<file path="config.mk">
export PLATFORM = sky130hd
export DESIGN_NAME = cra_ctrl
export DESIGN_NICKNAME = d
export VERILOG_FILES = /design/src/design/cra_pkg.sv /design/src/design/cra_ctrl.sv
export SDC_FILE = /design/constraint.sdc
export NUM_CORES = 1
export LEC_CHECK = 0
export BUFFER_PORTS_ARGS = -buffer_cell sky130_fd_sc_hd__buf_4
export CAP_MARGIN = 20
export CORE_MARGIN = 5
export CORE_UTILIZATION = 50
export CTS_CLUSTER_DIAMETER = 50
export CTS_CLUSTER_SIZE = 8
export DETAILED_ROUTE_END_ITERATION = 8
export PLACE_DENSITY = 0.85
export REMOVE_ABC_BUFFERS = 1
export SETUP_SLACK_MARGIN = 0.15
export SLEW_MARGIN = 20
export SYNTH_ARGS = -nofsm -noshare
export SYNTH_HDL_FRONTEND = slang
export SYNTH_SLANG_ARGS = --single-unit
</file>
<file path="constraint.sdc">
create_clock -name clock -period 1.5 [get_ports clock]
set_input_delay 0.075 -clock clock [delete_from_list [all_inputs] [get_ports clock]]
set_output_delay 0.075 -clock clock [all_outputs]
set_load 0.005 [all_outputs]
</file>
<file path="src/design/cra_pkg.sv">
// Shared types and constants for the circular record arena.
// No dependencies.
package cra_pkg;

   localparam int unsigned MEM_BYTES_DEF  = 4096;
   localparam int unsigned META_WIDTH_DEF = 16;

   localparam logic [1:0] REQ_PUSH = 2'd0;
   localparam logic [1:0] REQ_WORD = 2'd1;
   localparam logic [1:0] REQ_POP  = 2'd2;

   typedef enum logic [1:0] {
      ST_OK        = 2'd0,
      ST_TOO_LARGE = 2'd1,
      ST_EMPTY     = 2'd2,
      ST_BAD_WORD  = 2'd3
   } status_type;

   typedef enum logic [4:0] {
      OP_NONE,
      OP_LATCH,
      OP_WORD,
      OP_CANCEL,
      OP_ZERO_TB,
      OP_RD_TOPM2,
      OP_WRAP_PREV,
      OP_WRAP_PATCH,
      OP_RD_BOT,
      OP_EV_SUM,
      OP_EV_MOD,
      OP_WR_HDR,
      OP_WR_LEN,
      OP_WR_FOOT,
      OP_WR_PAD_FIN,
      OP_POP_TOP,
      OP_POP_PREV,
      OP_POP_FIX,
      OP_RSP
   } op_type;

   typedef enum logic [4:0] {
      S_IDLE,
      S_DECODE,
      S_P_LOOP,
      S_W_PREV,
      S_W_PATCH,
      S_FIT,
      S_EV_SUM,
      S_EV_MOD,
      S_WR_LEN,
      S_WR_FOOT,
      S_WR_PAD,
      S_POP_RD,
      S_POP_TOP,
      S_POP_RD2,
      S_POP_PREV,
      S_POP_FIX,
      S_FINISH
   } state_type;

   typedef struct packed {
      op_type     op;
      logic       stat_we;
      status_type stat;
   } cmd_type;

   typedef struct packed {
      logic [1:0] typ;
      logic       pend_nz;
      logic       too_big;
      logic       total_zero;
      logic       wrap_need;
      logic       fits;
      logic       meta_fail;
      logic       mod_more;
      logic       pop_last;
      logic       rsp_busy;
   } sts_type;

endpackage

</file>
<file path="src/design/cra_ctrl.sv">
// Sequencer for the circular record arena: push, eviction, payload and pop.
// Depends on cra_pkg.
module cra_ctrl import cra_pkg::*; (
   input  logic    clock,
   input  logic    reset,
   input  logic    req_valid,
   output logic    req_ready,
   input  sts_type sts,
   output cmd_type cmd
);

   state_type state_ff, state_in;

   always_ff @(posedge clock) begin
      if (reset) begin
         state_ff <= S_IDLE;
      end else begin
         state_ff <= state_in;
      end
   end

   always_comb begin
      state_in    = state_ff;
      req_ready   = 1'b0;
      cmd.op      = OP_NONE;
      cmd.stat_we = 1'b0;
      cmd.stat    = ST_OK;
      unique case (state_ff)
         S_IDLE: begin
            req_ready = 1'b1;
            if (req_valid) begin
               cmd.op   = OP_LATCH;
               state_in = S_DECODE;
            end
         end
         S_DECODE: begin
            cmd.stat_we = 1'b1;
            priority if (sts.typ == REQ_WORD) begin
               if (sts.pend_nz) begin
                  cmd.op   = OP_WORD;
                  cmd.stat = ST_OK;
               end else begin
                  cmd.stat = ST_BAD_WORD;
               end
               state_in = S_FINISH;
            end else if (sts.typ == REQ_PUSH) begin
               cmd.op = OP_CANCEL;
               if (sts.too_big) begin
                  cmd.stat = ST_TOO_LARGE;
                  state_in = S_FINISH;
               end else begin
                  cmd.stat = ST_OK;
                  state_in = S_P_LOOP;
               end
            end else if (sts.typ == REQ_POP) begin
               cmd.op = OP_CANCEL;
               if (sts.total_zero) begin
                  cmd.stat = ST_EMPTY;
                  state_in = S_FINISH;
               end else begin
                  cmd.stat = ST_OK;
                  state_in = S_POP_RD;
               end
            end else begin
               cmd.stat = ST_BAD_WORD;
               state_in = S_FINISH;
            end
         end
         S_P_LOOP: begin
            priority if (sts.total_zero) begin
               cmd.op   = OP_ZERO_TB;
               state_in = S_FIT;
            end else if (sts.wrap_need) begin
               cmd.op   = OP_RD_TOPM2;
               state_in = S_W_PREV;
            end else begin
               state_in = S_FIT;
            end
         end
         S_W_PREV: begin
            cmd.op   = OP_WRAP_PREV;
            state_in = S_W_PATCH;
         end
         S_W_PATCH: begin
            if (sts.meta_fail) begin
               cmd.stat_we = 1'b1;
               cmd.stat    = ST_TOO_LARGE;
               state_in    = S_FINISH;
            end else begin
               cmd.op   = OP_WRAP_PATCH;
               state_in = S_FIT;
            end
         end
         S_FIT: begin
            if (sts.fits) begin
               cmd.op   = OP_WR_HDR;
               state_in = S_WR_LEN;
            end else begin
               cmd.op   = OP_RD_BOT;
               state_in = S_EV_SUM;
            end
         end
         S_EV_SUM: begin
            cmd.op   = OP_EV_SUM;
            state_in = S_EV_MOD;
         end
         S_EV_MOD: begin
            cmd.op = OP_EV_MOD;
            if (!sts.mod_more) begin
               state_in = S_P_LOOP;
            end
         end
         S_WR_LEN: begin
            cmd.op   = OP_WR_LEN;
            state_in = S_WR_FOOT;
         end
         S_WR_FOOT: begin
            cmd.op   = OP_WR_FOOT;
            state_in = S_WR_PAD;
         end
         S_WR_PAD: begin
            cmd.op   = OP_WR_PAD_FIN;
            state_in = S_FINISH;
         end
         S_POP_RD: begin
            cmd.op   = OP_RD_TOPM2;
            state_in = S_POP_TOP;
         end
         S_POP_TOP: begin
            cmd.op   = OP_POP_TOP;
            state_in = sts.pop_last ? S_FINISH : S_POP_RD2;
         end
         S_POP_RD2: begin
            cmd.op   = OP_RD_TOPM2;
            state_in = S_POP_PREV;
         end
         S_POP_PREV: begin
            cmd.op   = OP_POP_PREV;
            state_in = S_POP_FIX;
         end
         S_POP_FIX: begin
            cmd.op   = OP_POP_FIX;
            state_in = S_FINISH;
         end
         S_FINISH: begin
            if (!sts.rsp_busy) begin
               cmd.op   = OP_RSP;
               state_in = S_IDLE;
            end
         end
         default: state_in = S_IDLE;
      endcase
   end

endmodule

</file>
==> impl_results.md, run 1 <==
* Post-Syn Area per Cell at 6.838 sq um
* CTS buffer count at 3
* HPWL Detailed at 2173 um
* Clock buffer depth at 2
* Worst endpoint type: output port
* Synth top area share at 0.1284
* Err: [ERROR DPL-0038] Utilization greater than 100%, impossible to legalize
* Status: stopped before the end
* Chip width at 49.49 um
* Yosys reg bits at 5
* Failed at: global routing
* Main synth FF type: dfxtp_1
* H-tree Lvls at 1
* Post-synth EDFFs at 0
* Post-Syn Area at 779.5 sq um
* Seq/Total Area, Yosys at 0.1284
* I/O Pins at 23
* Placed cell area at 1040 sq um
* Maximum number of pins on one net before global-route repair at 12
* Syn. warnings at 0
* Ys async rst share at 0
* Worst endpoint after global-route timing repair: cmd[7]
* Initial Util at 0.5235
* Chip height at 49.49 um
* Post-synth cell types at 49
* Clk sinks at 5
* Leading area contributor after synthesis: dfxtp_1
* Syn Inst Count at 114
* FP Rows at 14
* I/O Buffers at 22
* CTS Root Cell: clkbuf_4
* Synth top area cells: dfxtp_1 (13%), nor2b_1 (7.2%), a21oi_1 (6.4%)
* Gpl congestion at 0.9486
==> cell usage after synthesis, types with 2 or more instances <==
library cell,instances
o21ai_0,3
nor3_1,5
inv_2,2
mux2i_1,2
nor4_1,2
or3_1,2
inv_1,3
o211ai_1,2
a22oi_1,2
a31oi_1,3
buf_4,2
o22ai_1,4
dfxtp_1,5
a21oi_1,10
nand2b_1,2
nand3_1,5
nand2_1,7
buf_2,6
a32oi_1,2
nor2b_1,9
nor2_1,8
==> metrics by stage <==
step / setup slack, ns / instances / TNS [ns] / utilization
after CTS: -0.07145 / 184 / -0.2222 / 0.9160
after detailed placement: -0.03361 / 159 / -0.03806 / 0.6983
after global placement: 0.05837 / 159 / 0 / 0.6983
after floorplan: -0.05860 / 104 / -0.05860 / -
==> kinds of logic after synthesis <==
| logic type | count (synthesis) | share of synthesized area |
|---|---|---|
| AOI/OAI and AO/OA | 42 | 0.3869 |
| buffers and inverters | 15 | 0.09148 |
| DFF | 5 | 0.1284 |
| muxes | 2 | 0.02568 |
| and+or+nand+nor | 50 | 0.3676 |
==> repair_timing <==
item / 4_1_cts
setup buffers: 21
pin swaps: 12
endpoints found under the setup margin: 14
endpoints found under the hold margin: 0
hold buffers: 0
gates resized for setup: 40
==> run 2: changes to the inputs <==
Settings changed: CORE_AREA from default to 5 5 66 68, CORE_MARGIN 5 to default, CORE_UTILIZATION 50 to default, CTS_CLUSTER_DIAMETER 50 to default, CTS_CLUSTER_SIZE 8 to default, DIE_AREA from default to 0 0 71 73, PLACE_DENSITY 0.85 to default, PLACE_DENSITY_LB_ADDON from default to 0.15, SETUP_SLACK_MARGIN 0.15 to default.
==> run 2 against run 1 <==
Net effect:
- the flow now finishes, with violations (negative setup slack)
- synthesized cell count unchanged
- area after synthesis unchanged
==> impl_results.md, run 2 <==
* Met3 GRT Util at 0.01928
* Ys async rst share at 0 (unchanged)
* Finished Layout Cells at 219
* Violated checks: negative setup slack
* Slowest CP cell: or4b_1
* Diode count at 0
* Post-Syn Area per Cell at 6.838 sq um (unchanged)
* Commonest non-fill, non-tap cell in the layout: buf_4
* Synth cell count leaders: a21oi_1 (10), nor2b_1 (9), nor2_1 (8)
* Area grow syn2layout at 89.24%
* Initial antenna violation count at 0
* Vias at 1,104
* Yosys reg bits at 5 (unchanged)
* Mux share of post-synthesis cell area at 0.02568 (unchanged)
* CTS Root Cell: clkbuf_8
* Clock Power Share at 0.227
* Synth top area share at 0.1284 (unchanged)
* Rel. slew slack at 0.6112
* Max Clock Freq at 616.1 MHz
* Pint at 693.7 uW
* Critical path class: reg -> out
* Avg WL per Cell at 15.26 um
* Largest stage delay, worst path at 0.49 ns
* Vias in the first global route at 1,050
* Post-synthesis simple-gate area fraction at 0.3676 (unchanged)
* Hold Startpoint: reset
* H-tree Lvls at 1 (unchanged)
* Leading area contributor after synthesis: dfxtp_1
* CTS buffer count at 3 (unchanged)
* ANT nets after route at 0
* All-Layer GR Usage at 0.1242
* Chip width at 71 um (+43%)
* Largest family of logic cells by synthesized area: compound AO/OA/AOI/OAI gates
* Post-synth EDFFs at 0 (unchanged)
* FF-to-FF End: state_ff[2]
* Power density over the cells at 731.0 nW/um^2
* CTS tree: built
* Worst Tran Pin Value at 0.5751 ns
* Maxcap violations at 0
* Post-synth cell types at 49 (unchanged)
* PnR worst setup slack at -0.1232 ns
* Synth Area in Adders at 0 (unchanged)
* Final WL at 3342 um
* FP Rows at 23 (+9)
* Chip height at 73 um (+48%)
* Max-slew violation count at 0
* Nets@finish at 184
* Clock buffer depth at 2 (unchanged)
* CP Data Required Time at 1.42 ns
* Busiest grt layer: met2
* Via density at 5.041
* Synth Area in XOR/XNOR at 0 (unchanged)
* Worst Hold Class: in -> reg
* DRC at 0
* GRT met2 Usage at 0.2245
* Compound-Gate Fraction of Synth Area at 0.3868 (unchanged)
* Met1 Use GR at 0.1493
* Worst-path clk slew at 0.03 ns
* Gpl congestion at 0.8222 (-13%)
* Clk sinks at 5 (unchanged)
* Skew-Pair Late Insertion Delay at 0.22 ns
* Pleak at 0.0006169 uW
* Critical Path Most Common Cell: nand3_1
* Commonest non-fill, non-tap cells in the layout: buf_4 (50), a21oi_1 (10), buf_6 (10)
* Switching part of the total power at 0.3567
* Worst R2R Start: state_ff[3]
* Total grt overflow at 0
* Most frequent cell after synthesis: a21oi_1
* Setup violations, final at 5
* Status: finished with violations
* Largest register by flop count: state_ff
* Total die area at 5183 sq um
* CP endpoint kind: primary output
* I/O Buffers at 22 (unchanged)
* Startpoint Class: register
* 1st-iter DRT viols at 27
* I/O Pins at 23 (unchanged)
* HPWL Detailed at 2454 um (+13%)
* First-pass GRT wire length at 5168 um
* Pre-Repair DR Iteration Count at 5
* Gate power share at 0.610
* Peak supply drop at 276.1 uV
* Max FFs per register at 5
* Switch Pwr at 384.6 uW
* Core Box Area at 3799 sq um
* Main synth FF type: dfxtp_1
* Crit path DAT at 1.55 ns
* Layout cell share with drive strength beyond 1 at 0.5503
* Setup slack, reg-to-reg at 0.05 ns
* Final core occ at 0.3883
* Dpl cells at 201 (+26%)
* WHS Endpoint: state_ff[2]
* Syn Inst Count at 114 (unchanged)
* WHS Path Cells at 2
* RSZ-0062 raised after global routing: true
* Syn. warnings at 0 (unchanged)
* Clock skew at 0.0005500 ns
* Maximum number of pins on one net before global-route repair at 13
* CP delay by family, top: simple AND/OR/NAND/NOR gates
* Post-Syn Area at 779.5 sq um (unchanged)
* Worst R2R Path Depth at 4
* Largest regs: state_ff x5
* Initial Util at 0.2052 (-0.3183)
* Critical-path maximum fanout at 7
* Seq/Total Area, Yosys at 0.1284 (unchanged)
* Worst path buffer plus inverter count at 2
* Synth top area cells: dfxtp_1 (13%), nor2b_1 (7.2%), a21oi_1 (6.4%)
* Final hold violation count at 0
* Minimum clock period at 1.623 ns
* Crit share post-route at 1.082
* Crit path cell chain: buf_6, or4b_1, o21ai_1, nand3_1, nand3_1, buf_4
* Seq pwr share at 0.163
## run 2: kinds of logic (layout without fill, tap and decap cells)
group	count (synthesis)	after routing
buffers and inverters	15	70
DFF	5	5
muxes	2	2
AOI/OAI and AO/OA	42	42
and+or+nand+nor	50	50
## run 2: power groups by stage
| stage | clock network (uW) | registers, uW | logic [uW] |
|---|---|---|---|
| final | 245 | 176 | 658 |
| after global routing | 267 | 179 | 717 |
| after CTS | 251 | 180 | 487 |
| after detailed placement | 0 | 180 | 465 |
| after global placement | 0 | 183 | 464 |
| after floorplan | 0 | 200 | 202 |
## run 2: worst max-delay path by stage
stage,start,end,slack [ns],cells past startpoint
floorplan,state_ff[1],state_ff[2],-0.06,4
CTS,state_ff[3],cmd[4],-0.11,6
global placement,state_ff[0],state_ff[0],-0.08,5
detailed placement,state_ff[0],state_ff[0],-0.04,5
finish,state_ff[1],cmd[4],-0.12,6
global route,state_ff[1],cmd[4],-0.21,6
## run 2: cell type report
cell class | instances | area (sq um)
tap | 50 | 62.56
clock buffer | 4 | 45.04
fill | 434 | 2323
multi-input combinational | 94 | 711.9
inverter | 5 | 31.28
timing repair buffer | 61 | 508.0
sequential | 5 | 116.4
## run 2: what timing repair did
action,CTS,global route
gates resized for setup,18,37
setup buffers,3,11
gates cloned,0,0
pin swaps,3,6
hold buffers,0,0
endpoints found under the setup margin,11,9
## run 2: metal layers
layer	share of wire	wire length, um
met1	0.41	1379
met4	0.0057	19
met5	0	0
met2	0.55	1832
met3	0.033	111
## run 2: through the flow
step,power [uW],setup TNS [ns],setup slack [ns],area (sq um),hold slack [ns]
6_report,1078,-0.1896,-0.1232,1475,0.04232
5_1_grt,1163,-0.6505,-0.2065,1475,0.04953
4_1_cts,918.9,-0.2183,-0.1127,1259,0.04179
3_5_place_dp,645.6,-0.08060,-0.03720,1142,0.2804
3_3_place_gp,646.8,-0.2509,-0.07697,1142,0.2796
2_1_floorplan,401.9,-0.05860,-0.05860,726.9,0.1383
Power figures use the tool's default switching activity.
